### config.mk
export PLATFORM = sky130hd
export DESIGN_NAME = roll_fin_pd_servo_controller_core
export DESIGN_NICKNAME = d
export VERILOG_FILES = /design/src/hdl/rfpd_pkg.sv /design/src/hdl/roll_fin_pd_servo_controller_core.sv
export SDC_FILE = /design/constraint.sdc
export NUM_CORES = 2
export LEC_CHECK = 0
export BUFFER_PORTS_ARGS = -buffer_cell sky130_fd_sc_hd__buf_2
export CAP_MARGIN = 30
export CORE_ASPECT_RATIO = 0.75
export CORE_MARGIN = 1.5
export CORE_UTILIZATION = 50
export DETAILED_ROUTE_END_ITERATION = 6
export GPL_TIMING_DRIVEN = 0
export PLACE_DENSITY = 0.69
export SYNTH_ARGS = -nofsm -noshare
export SYNTH_HDL_FRONTEND = slang
export SYNTH_SLANG_ARGS = --single-unit
### constraint.sdc
create_clock -name clk -period 13.4 [get_ports clk]
set_input_delay 0 -clock clk [delete_from_list [all_inputs] [get_ports clk]]
set_output_delay 0 -clock clk [all_outputs]
set_load 0.01 [all_outputs]
### src/hdl/rfpd_pkg.sv
package rfpd_pkg;

	// sequencer states
	typedef enum logic [3:0] {
		ST_IDLE,
		ST_MUL_P,
		ST_MUL_D,
		ST_MUL_V,
		ST_PREP,
		ST_DIV,
		ST_CLIP,
		ST_PULSE1,
		ST_PULSE2,
		ST_DONE
	} rfpd_state_t;

	// command modes
	localparam logic [1:0] MODE_ZERO  = 2'd0;
	localparam logic [1:0] MODE_ANGLE = 2'd1;
	localparam logic [1:0] MODE_PD    = 2'd2;

	// request kinds on tuser
	localparam logic ACT_CMD  = 1'b0;
	localparam logic ACT_TICK = 1'b1;

	// configuration register indexes
	localparam logic [2:0] REG_GAIN_P     = 3'd0;
	localparam logic [2:0] REG_GAIN_D     = 3'd1;
	localparam logic [2:0] REG_OFFSET_CH1 = 3'd2;
	localparam logic [2:0] REG_OFFSET_CH2 = 3'd3;
	localparam logic [2:0] REG_MIN_VEL    = 3'd4;
	localparam logic [2:0] REG_CLIP_LIMIT = 3'd5;
	localparam logic [2:0] REG_SETPOINT   = 3'd6;

	// reset values
	localparam logic [19:0] GAIN_P_RST     = 20'd30192;
	localparam logic [19:0] GAIN_D_RST     = 20'd6038;
	localparam logic [11:0] OFFSET_CH1_RST = 12'sd896;
	localparam logic [11:0] OFFSET_CH2_RST = -12'sd256;
	localparam logic [15:0] MIN_VEL_RST    = 16'd320;
	localparam logic [11:0] CLIP_LIMIT_RST = 12'd1280;
	localparam logic [11:0] PULSE_ONE_RST  = 12'd1558;
	localparam logic [11:0] PULSE_TWO_RST  = 12'd1483;

	// divider: quotient bits produced, last step index
	localparam int DIV_BITS = 15;
	localparam logic [3:0] DIV_LAST = 4'(DIV_BITS - 1);

endpackage

### src/hdl/roll_fin_pd_servo_controller_core.sv
// channel   dir  width  contents
// s_*       in   72+1   tdata: mode, angle, velocity, roll, roll_rate; tuser: action
// m_*       out  24     tdata: pulse_ch1, pulse_ch2
// cfg_*     in   3+20   register index and write data, written when cfg_wen is high
//
// a zero or angle command goes through the pulse steps for both channels to the result step,
// any other command or a tick outside pd mode goes straight to the result step; a pd tick
// first uses one shared 21x18 multiplier three times and a restoring divider that retires
// one quotient bit a cycle, then clips the quotient and goes through the pulse steps
// s_tready is high only while the sequencer is idle; a finished result waits
// in the output register, and the next request is taken while it waits
// arst_n clears configuration, mode, velocity and pulses to their reset values
module roll_fin_pd_servo_controller_core
	import rfpd_pkg::*;
(
	input  logic        clk,
	input  logic        arst_n,
	input  logic        s_tvalid,
	output logic        s_tready,
	input  logic [71:0] s_tdata,   // mode[1:0], angle[16:2], velocity[32:17], roll[48:33],
	                               // roll_rate[65:49], zero fill
	input  logic        s_tuser,   // action[0]
	output logic        m_tvalid,
	input  logic        m_tready,
	output logic [23:0] m_tdata,   // pulse_ch1[11:0], pulse_ch2[23:12]
	input  logic        cfg_wen,
	input  logic [2:0]  cfg_index,
	input  logic [19:0] cfg_wdata
);

	// configuration registers
	logic        [19:0] gain_p_q;
	logic        [19:0] gain_d_q;
	logic signed [11:0] offset_ch1_q;
	logic signed [11:0] offset_ch2_q;
	logic        [15:0] min_velocity_q;
	logic        [11:0] clip_limit_q;
	logic signed [15:0] roll_setpoint_q;

	// held controller state
	logic [1:0]  mode_q;
	logic [15:0] velocity_q;
	logic [11:0] pulse_one_q;
	logic [11:0] pulse_two_q;

	// sequencer
	rfpd_state_t state_q, state_d;

	// latched measurements and working registers
	logic signed [15:0] roll_q;
	logic signed [16:0] rate_q;
	logic signed [38:0] prod_q;     // shared multiplier output
	logic signed [38:0] p_term_q;   // gain_p * error
	logic        [45:0] rem_q;      // divider partial remainder
	logic        [45:0] dsh_q;      // divisor aligned to current quotient bit
	logic [DIV_BITS-1:0] quo_q;
	logic [3:0]         div_cnt_q;
	logic               neg_q;
	logic               nz_q;
	logic signed [14:0] ang_q;      // fin angle feeding the pulse unit

	// output register
	logic        m_tvalid_q;
	logic [23:0] m_tdata_q;

	// unpacked request fields
	logic               in_action;
	logic [1:0]         in_mode;
	logic signed [14:0] in_angle;
	logic [15:0]        in_velocity;
	logic signed [15:0] in_roll;
	logic signed [16:0] in_rate;

	logic s_accept;
	logic out_load;

	// shared multiplier operands
	logic signed [20:0] mul_a;
	logic signed [17:0] mul_b;
	logic signed [38:0] mul_p;
	logic signed [16:0] err;
	logic        [15:0] v_eff;

	// numerator and divider
	logic signed [42:0] diff;
	logic        [42:0] diff_mag;
	logic               rem_ge;
	logic        [11:0] mag;

	// pulse unit
	logic signed [11:0] off_sel;
	logic        [11:0] pulse_new;

	// floor(1500 + (ang + off) * 25 / 384), saturated to 0..4095;
	// /384 is an arithmetic shift by 7 then a floor divide by 3 through a reciprocal
	function automatic logic [11:0] calc_pulse(input logic signed [14:0] ang,
	                                           input logic signed [11:0] off);
		logic signed [16:0] sum;
		logic signed [21:0] s25;
		logic signed [14:0] t;
		logic        [13:0] u;
		logic        [29:0] recip;
		logic        [12:0] q3;
		logic signed [14:0] pw;
		logic        [11:0] res;
		sum   = 17'(ang) + 17'(off);
		s25   = 22'(sum) * 22'sd25;
		t     = 15'(s25 >>> 7);
		// bias by 3*2048 so the divide sees a non-negative value
		u     = 14'(t + 15'sd6144);
		recip = 30'(u) * 30'd43691;
		q3    = 13'(recip >> 17);
		// remove the 2048 bias and add the 1500 center
		pw    = signed'({2'b00, q3}) - 15'sd548;
		if (pw < 0) begin
			res = 12'd0;
		end else if (pw > 15'sd4095) begin
			res = 12'd4095;
		end else begin
			res = pw[11:0];
		end
		return res;
	endfunction

	assign in_action   = s_tuser;
	assign in_mode     = s_tdata[1:0];
	assign in_angle    = s_tdata[16:2];
	assign in_velocity = s_tdata[32:17];
	assign in_roll     = s_tdata[48:33];
	assign in_rate     = s_tdata[65:49];

	assign s_tready = (state_q == ST_IDLE);
	assign s_accept = s_tvalid && s_tready;
	assign m_tvalid = m_tvalid_q;
	assign m_tdata  = m_tdata_q;

	// velocity floor for gain scheduling
	assign v_eff = (velocity_q < min_velocity_q) ? min_velocity_q : velocity_q;
	assign err   = 17'(roll_setpoint_q) - 17'(roll_q);

	// operand select for the one shared multiplier
	always_comb begin
		mul_a = signed'({1'b0, gain_p_q});
		mul_b = 18'(err);
		case (state_q)
			ST_MUL_D: begin
				mul_a = signed'({1'b0, gain_d_q});
				mul_b = 18'(rate_q);
			end
			ST_MUL_V: begin
				mul_a = signed'({5'b0, v_eff});
				mul_b = signed'({2'b0, v_eff});
			end
			default: begin
				mul_a = signed'({1'b0, gain_p_q});
				mul_b = 18'(err);
			end
		endcase
	end

	assign mul_p = 39'(mul_a * mul_b);

	// p - 8*d; the extra factor of 16 is applied as the remainder is loaded
	assign diff     = 43'(p_term_q) - 43'(prod_q <<< 3);
	assign diff_mag = diff[42] ? 43'(-diff) : 43'(diff);

	assign rem_ge = (rem_q >= dsh_q);

	// quotient above the clip limit saturates to it; a zero numerator gives zero whatever the divisor
	always_comb begin
		if (!nz_q) begin
			mag = 12'd0;
		end else if (quo_q > DIV_BITS'(clip_limit_q)) begin
			mag = clip_limit_q;
		end else begin
			mag = quo_q[11:0];
		end
	end

	assign off_sel   = (state_q == ST_PULSE2) ? offset_ch2_q : offset_ch1_q;
	assign pulse_new = calc_pulse(ang_q, off_sel);

	assign out_load = (state_q == ST_DONE) && (!m_tvalid_q || m_tready);

	// next state
	always_comb begin
		state_d = state_q;
		unique case (state_q)
			ST_IDLE: begin
				if (s_accept) begin
					if (in_action == ACT_CMD) begin
						if (in_mode == MODE_ZERO || in_mode == MODE_ANGLE) begin
							state_d = ST_PULSE1;
						end else begin
							state_d = ST_DONE;
						end
					end else if (mode_q == MODE_PD) begin
						state_d = ST_MUL_P;
					end else begin
						state_d = ST_DONE;
					end
				end
			end
			ST_MUL_P:  state_d = ST_MUL_D;
			ST_MUL_D:  state_d = ST_MUL_V;
			ST_MUL_V:  state_d = ST_PREP;
			ST_PREP:   state_d = ST_DIV;
			ST_DIV: begin
				if (div_cnt_q == DIV_LAST) begin
					state_d = ST_CLIP;
				end
			end
			ST_CLIP:   state_d = ST_PULSE1;
			ST_PULSE1: state_d = ST_PULSE2;
			ST_PULSE2: state_d = ST_DONE;
			ST_DONE: begin
				if (out_load) begin
					state_d = ST_IDLE;
				end
			end
			default:   state_d = ST_IDLE;
		endcase
	end

	always_ff @(posedge clk or negedge arst_n) begin
		if (!arst_n) begin
			state_q <= ST_IDLE;
		end else begin
			state_q <= state_d;
		end
	end

	// configuration write port
	always_ff @(posedge clk or negedge arst_n) begin
		if (!arst_n) begin
			gain_p_q        <= GAIN_P_RST;
			gain_d_q        <= GAIN_D_RST;
			offset_ch1_q    <= OFFSET_CH1_RST;
			offset_ch2_q    <= OFFSET_CH2_RST;
			min_velocity_q  <= MIN_VEL_RST;
			clip_limit_q    <= CLIP_LIMIT_RST;
			roll_setpoint_q <= '0;
		end else if (cfg_wen) begin
			unique case (cfg_index)
				REG_GAIN_P:     gain_p_q        <= cfg_wdata;
				REG_GAIN_D:     gain_d_q        <= cfg_wdata;
				REG_OFFSET_CH1: offset_ch1_q    <= cfg_wdata[11:0];
				REG_OFFSET_CH2: offset_ch2_q    <= cfg_wdata[11:0];
				REG_MIN_VEL:    min_velocity_q  <= cfg_wdata[15:0];
				REG_CLIP_LIMIT: clip_limit_q    <= cfg_wdata[11:0];
				REG_SETPOINT:   roll_setpoint_q <= cfg_wdata[15:0];
				default: ;
			endcase
		end
	end

	// mode, velocity, held pulses and the output register
	always_ff @(posedge clk or negedge arst_n) begin
		if (!arst_n) begin
			mode_q      <= MODE_ZERO;
			velocity_q  <= '0;
			pulse_one_q <= PULSE_ONE_RST;
			pulse_two_q <= PULSE_TWO_RST;
			m_tvalid_q  <= 1'b0;
		end else begin
			if (s_accept && in_action == ACT_CMD) begin
				mode_q     <= in_mode;
				velocity_q <= in_velocity;
			end
			if (state_q == ST_PULSE1) begin
				pulse_one_q <= pulse_new;
			end
			if (state_q == ST_PULSE2) begin
				pulse_two_q <= pulse_new;
			end
			if (out_load) begin
				m_tvalid_q <= 1'b1;
			end else if (m_tready) begin
				m_tvalid_q <= 1'b0;
			end
		end
	end

	always_ff @(posedge clk) begin
		if (out_load) begin
			m_tdata_q <= {pulse_two_q, pulse_one_q};
		end
	end

	// datapath working registers
	always_ff @(posedge clk) begin
		if (s_accept) begin
			roll_q <= in_roll;
			rate_q <= in_rate;
			// zero mode drives angle 0, angle mode the commanded angle
			ang_q  <= (in_mode == MODE_ANGLE) ? in_angle : '0;
		end
		prod_q <= mul_p;
		case (state_q)
			ST_MUL_D: begin
				p_term_q <= prod_q;
			end
			ST_MUL_V: begin
				rem_q <= {diff_mag[41:0], 4'b0000};
				neg_q <= diff[42];
				nz_q  <= (diff != '0);
			end
			ST_PREP: begin
				// prod_q now holds v^2; start at the top quotient bit
				dsh_q     <= {prod_q[31:0], 14'b0};
				quo_q     <= '0;
				div_cnt_q <= '0;
			end
			ST_DIV: begin
				if (rem_ge) begin
					rem_q <= rem_q - dsh_q;
				end
				quo_q     <= {quo_q[DIV_BITS-2:0], rem_ge};
				dsh_q     <= dsh_q >> 1;
				div_cnt_q <= div_cnt_q + 4'd1;
			end
			ST_CLIP: begin
				ang_q <= neg_q ? 15'(-signed'({3'b000, mag})) : signed'({3'b000, mag});
			end
			default: ;
		endcase
	end

	// held pulses only move in their own pulse step
	a_pulse_one_hold: assert property (@(posedge clk) disable iff (!arst_n)
		state_q != ST_PULSE1 |=> $stable(pulse_one_q))
		else $error("pulse one changed outside its update step");

	a_pulse_two_hold: assert property (@(posedge clk) disable iff (!arst_n)
		state_q != ST_PULSE2 |=> $stable(pulse_two_q))
		else $error("pulse two changed outside its update step");

	// a tick outside pd mode produces a result without any arithmetic
	a_tick_idle_mode: assert property (@(posedge clk) disable iff (!arst_n)
		s_accept && in_action == ACT_TICK && mode_q != MODE_PD |=> state_q == ST_DONE)
		else $error("tick outside pd mode did not go straight to result");

	// divider never runs past its last quotient bit
	a_div_bound: assert property (@(posedge clk) disable iff (!arst_n)
		state_q == ST_DIV |-> div_cnt_q <= DIV_LAST)
		else $error("divider step count out of range");

	// a new result appears only from the result step
	a_result_src: assert property (@(posedge clk) disable iff (!arst_n)
		$rose(m_tvalid_q) |-> $past(state_q) == ST_DONE)
		else $error("result raised outside the result step");

endmodule
* Yosys cells after proc, flatten, opt, wreduce, memory -nomap -nowiden
Index checks and enable logic that the tools add are counted.
** Storage, ports and cells
- Output and inout bits :: 26
- Bits of input ports :: 101
- Logic and storage cells :: 115
- Flip-flop bits (word level) :: 418
** Operators by class
- Equality and inequality tests :: 22
- Mux-type cells :: 27
- Multiply operators :: 3
- $add $sub $neg :: 9
- Bitwise operators :: 1
- Order comparisons :: 5
- Reduce and logical (&&, ||, !) cells :: 23
** Operators with widths (number)
- case mux 46 bit (2 select lines) :: 2
- 2-to-1 mux 12 bit :: 5
- 2-to-1 mux 15 bit :: 4
- greater-or-equal comparator 46 bit :: 1
- 2-to-1 mux 46 bit :: 1
- subtractor 46 bit :: 1
- nonzero test 43 bit :: 1
- subtractor 39 x 42 -> 43 bit :: 1
- 2-to-1 mux 42 bit :: 1
- negation 42 bit :: 1
- case mux 20 bit (2 select lines) :: 1
- case mux 4 bit (10 select lines) :: 1
- multiplier 21 x 18 -> 39 bit :: 1
- case mux 18 bit (2 select lines) :: 1
- multiplier 14 x 16 -> 30 bit (second input constant) :: 1
- case mux 15 bit (2 select lines) :: 1
- 2-to-1 mux 4 bit :: 6
- multiplier 16 x 6 -> 21 bit (second input constant) :: 1
- subtractor 16 x 16 -> 17 bit :: 1
- adder 15 x 12 -> 16 bit :: 1
- == test 4 x 3 -> 1 bit (second input constant) :: 4
- < comparator 16 bit :: 1
- 2-to-1 mux 16 bit :: 1
- AND reduction 2 bit :: 8
- other kinds (28) :: 43

* Depth between registers and ports, before layout
- Depth in word-level cells :: 10
- Depth in mapped cells :: 57
- Mapped depth without buffers :: 54

* Worst setup path before layout
OpenSTA, ideal clock, no wires.
- Path kind :: flip-flop to flip-flop
- Start point :: reg state_q[0]
- End point :: reg pulse_one_q[0]
- Period minus slack after synthesis :: 13064 ps
- Arrival :: 12934 ps
- Setup time :: 130 ps
- Data required time :: 13270 ps
- Slack :: 336 ps
- Path buffers :: 4
- Stages on the path, launching flop included :: 54
- Cell sequence :: dfrtp_1 -> clkbuf_1 -> clkbuf_1 -> nor3_1 -> nand2_1 -> clkbuf_1 -> mux2_2 -> ha_1 -> a21oi_1 -> nand2_1 -> a31oi_1 -> o21bai_1 -> a21oi_1 -> o21ai_0 -> a21oi_1 -> o21ai_0 -> o22ai_1 -> clkbuf_1 -> (+18 left out) -> fa_1 -> inv_1 -> fa_1 -> inv_1 -> ha_1 -> a21o_1 -> a21o_1 -> a221oi_1 -> and2_1 -> a31oi_2 -> a41o_1 -> or4b_1 -> a31oi_1 -> xnor2_1 -> nand2_1 -> or3_1 -> nand2b_1 -> o21ai_0
** On the way
- Cells in the longest elaborated chain, start to end :: 10
- Elaborated cells between the ends (all ways) :: 12
- Classes of those cells :: 3 x add/sub; 2 x mul; 2 x order compare; 2 x eq/ne; 3 x mux
** Ends and longest elaborated chain
- from (decl) :: line roll_fin_pd_servo_controller_core.sv:47 : rfpd_state_t state_q, state_d;
- from (signal assigned) :: line roll_fin_pd_servo_controller_core.sv:229 : state_q <= state_d;
- == test 4 bit :: line roll_fin_pd_servo_controller_core.sv:180 : assign off_sel = (state_q == ST_PULSE2) ? offset_ch2_q : offset_ch1_q;
- 2-to-1 mux 12 bit :: line roll_fin_pd_servo_controller_core.sv:180
- adder 15 x 12 -> 16 bit :: line roll_fin_pd_servo_controller_core.sv:106 : sum = 17'(ang) + 17'(off);
- multiplier 16 x 6 -> 21 bit :: line roll_fin_pd_servo_controller_core.sv:107 : s25 = 22'(sum) * 22'sd25;
- adder 14 bit :: line roll_fin_pd_servo_controller_core.sv:110 : u = 14'(t + 15'sd6144);
- multiplier 14 x 16 -> 30 bit :: line roll_fin_pd_servo_controller_core.sv:111 : recip = 30'(u) * 30'd43691;
- subtractor 13 x 10 -> 14 bit :: line roll_fin_pd_servo_controller_core.sv:114 : pw = signed'({2'b00, q3}) - 15'sd548;
- greater-than comparator 14 x 13 -> 1 bit :: line roll_fin_pd_servo_controller_core.sv:117 : end else if (pw > 15'sd4095) begin
- 2-to-1 mux 12 bit :: line roll_fin_pd_servo_controller_core.sv:117
- 2-to-1 mux 12 bit :: line roll_fin_pd_servo_controller_core.sv:115 : if (pw < 0) begin
- to (signal assigned) :: line roll_fin_pd_servo_controller_core.sv:271 : pulse_one_q <= pulse_new;
- to (decl) :: line roll_fin_pd_servo_controller_core.sv:43 : logic [11:0] pulse_one_q;
Parallel ways exist; a longest one is shown, timed or not.
A chain may end at the register's enable or synchronous reset.

* Final worst setup path
- Start point :: reg state_q[1]
- End point :: reg pulse_one_q[8]
The elaborated chain is that of the path after synthesis.

==> impl_metrics.tcl <==
set metrics [dict create \
    syn_area_um2 40600 \
    htreeDepth 2 \
    clock_latency_ps 630 \
    ant_nets 0 \
    drv_cap 0 \
    postSynthNetCount 5123 \
    max_clock_freq_mhz 76.9 \
    gate_count_post_synth 4237 \
    hold_viol_final 0 \
    post_drt_via_cell_ratio 5.58 \
    cp-endpoint "pulse_one_q[8]" \
    synth.area.mux_share_pct 4.39 \
    start_kind "flip-flop" \
    place.detailed.hpwl_mm 85.0 \
    clock_tree.buffer_depth 3 \
    drt_first_iter_violations 2506 \
    ys_async_rst_share_pct 37.1 \
    synth_flop_cell "sky130_fd_sc_hd__edfxtp_1" \
    rr_startpoint "state_q[1]" \
    crit-reg2reg-capture "pulse_one_q[8]" \
    finish.utilization_pct 57.3 \
    cts_tree "done" \
    critPathRequiredTime_ps 13910 \
    via_count_of_the_first_global_routing_pass 31552 \
    grt_start_max_net_pins 105 \
    num_rows 90 \
    layout-drive-gt1-share_pct 11.6 \
    gp_congestion 0.925 \
    initial_core_util_pct 50.5 \
    grt_antenna_before_repair 1 \
    finalCriticalPeriod_ps 13000 \
    drc 0 \
    synthesized_area_fraction_occupied_by_ao_oa_aoi_and_oai_cells_pct 12.2 \
    crit_path_start "state_q[1]" \
    cts.sink_count 418 \
    timing.reg2reg.setup_slack_ps 400 \
    grt_overflow 0 \
    setup-violations-final 0 \
    synth-edff-count 224 \
    ioPinCount 127 \
    worstMarginPinSlew_ps 1090 \
    ctsRootBufferMaster "sky130_fd_sc_hd__clkbuf_16" \
    worstSetupEndpointType "flip-flop" \
    area_growth_pct 13.4 \
    dr_total_vias 31498 \
    reg2reg_path_depth 56 \
    global_route.usage.total_pct 26.3 \
    synth_fa_ha_area_share_pct 30.6 \
    postSynthAreaPerCell_um2 9.59 \
    core_area_um2 80400 \
    final_max_slew_viol_count 0 \
    design.die.area_um2 83000 \
    sequential_share_of_the_synthesized_area_pct 28.1 \
    run_status "finished, final reports clean" \
    timing.critical_path.slowest_stage_cell "sky130_fd_sc_hd__fa_1" \
    overall_die_height_um 250 \
    criticalPathCategory "flip-flop to flip-flop" \
    layout_worst_path_cycle_share_pct 97.0 \
    place.port_buffers 120 \
    wl_per_cell_um 19.4 \
    post_synth_and_or_nand_nor_area_fraction_pct 12.6 \
    cts_inserted_buffers 45 \
    nNetsFinal 5433 \
    worst_path_largest_cell_delay_ps 540 \
    timing.slew.headroom_pct 27.6 \
    arrival_ps 13510 \
    grt_first_pass_wirelength_mm 172 \
    die-width_um 332 \
    final.setup_skew_ps 24.2 \
    worstHoldPathType "input pin to flip-flop" \
    synth-xor-area-share_pct 4.89 \
    worst_path_max_fanout 10 \
    synth_top_family_by_area "adder cells" \
    synth-warning-count 0 \
    finalWirelength_mm 109 \
    drt-pass1-iter-count 6 \
    clk_pin_slew_ps 70 \
    ys_ff_latch 418 \
    yosysUniqueCellTypes 95 \
]
==> Yosys cell counts (all sizes together) (51+ instances only) <==
cell      n  area, µm²
o21ai   228       1140
edfxtp  224       6730
nor2b    84        526
a21oi   187        943
nand3    51        255
a21o     95        714
fa      350       7010
nor2    264        993
inv     628       2360
and2     53        332
dfrtp   115       2880
clkbuf  125        469
nand2   445       1670
xnor2   147       1300
xor2     79        692
nand2b   51        327
mux2    131       1480
ha      435       5440
==> cells in the final DEF, fill, tap and decap left out, drive strengths merged, types with 10 or more instances in the layout <==
master         n
a211oi        20
a21o          95
a21oi        187
a22o          10
a31oi         28
and2          53
and3          20
buf          187
clkbuf       175
clkinv        17
dfrtp        115
dfstp         40
dfxtp         39
dlygate4sd3   97
edfxtp       224
fa           350
ha           435
inv          634
mux2         131
mux2i         31
nand2        445
nand2b        51
nand3         51
nand4         17
nor2         264
nor2b         84
nor3          39
o211ai        11
o21a          30
o21ai        228
o21bai        22
o22a          14
o22ai         18
o31ai         22
or3           17
xnor2        148
xor2          79
==> sequential cells by signal, summed over array words and instances (netlist names), 2 cells and up <==
signal           cells
pulse_two_q         12
ang_q               15
state_q              4
velocity_q          16
prod_q              39
clip_limit_q        12
pulse_one_q         12
div_cnt_q            4
mode_q               2
gain_d_q            20
m_tdata             24
offset_ch1_q        12
rem_q               46
roll_q              16
quo_q               15
min_velocity_q      16
dsh_q               46
p_term_q            39
rate_q              17
offset_ch2_q        12
gain_p_q            20
roll_setpoint_q     16
==> metal layers <==
metal  GRT usage, %  vias up  share of wire, %
met5              0        -                 0
met4           8.18        0               3.0
met3           4.97      191               8.2
met2           39.7     1180                43
met1           38.2    15296                46
li1               -    14831                 -
==> worst max-delay path, delay by kind of cell, from the launching register on <==
| family | cells | cell delay, ps |
|---|---|---|
| AOI/OAI and AO/OA | 17 | 3420 |
| xor gates and xnor gates | 5 | 900 |
| adders and majority gates | 13 | 4880 |
| buffers and inverters | 9 | 1100 |
| DFF | 1 | 440 |
| muxes | 1 | 300 |
| and+or+nand+nor | 11 | 1840 |
==> worst min-delay path by stage <==
stage / start / to / slack [ps] / depth (start not counted)
floorplan: arst_n / clip_limit_q[0] / -300 / 0
global placement: s_tdata[41] / roll_q[8] / 180 / 1
detailed placement: arst_n / gain_d_q[16] / -70 / 1
CTS: s_tdata[45] / roll_q[12] / 60 / 2
global route: s_tdata[47] / roll_q[14] / 80 / 2
finish: s_tdata[47] / roll_q[14] / 80 / 2
==> layout make-up <==
| class | count | area (µm²) |
|---|---|---|
| Fill cell | 6958 | 34300 |
| Multi-Input combinational cell | 3050 | 26800 |
| Sequential cell | 418 | 11400 |
| Inverter | 630 | 2360 |
| Timing Repair Buffer | 266 | 2060 |
| Tap cell | 1058 | 1320 |
| Clock buffer | 57 | 1270 |
| Buffer | 136 | 552 |
| Clock inverter | 27 | 244 |
| Antenna cell | 3 | 7.51 |
==> cell families (layout without fill, tap and decap cells) <==
kind of cell    Yosys count  in the layout
simple gates           1101           1101
fa+ha+maj               785            785
compound gates          775            775
buf+inv                 770           1116
flops                   418            418
xor+xnor                226            227
mux                     162            162
other cells               0              3
==> timing repair <==
action | in CTS | in global routing
setup buffers | 4 | 28
cloned | 0 | 1
hold buffers | 98 | 0
setup endpoints to repair | 24 | 24
resized for setup | 37 | 77
pin swaps | 6 | 31
endpoints found under the hold margin | 306 | 0
==> through the flow <==
stage	hold WS (ps)	cells	worst slack, ps	TNS [ps]	instance area (µm²)
global route	76.2	5642	-213	-4000	46100
CTS	55.5	5616	15.0	0	45500
global placement	177	5415	-2780	-62660	42600
finish	80.1	5645	401	0	46100
detailed placement	-68.5	5431	-2930	-65300	42800
floorplan	-296	4237	336	0	40600
Power is not shown: default switching activity piles up to over one toggle a cycle in this logic, so the estimate is an artifact.
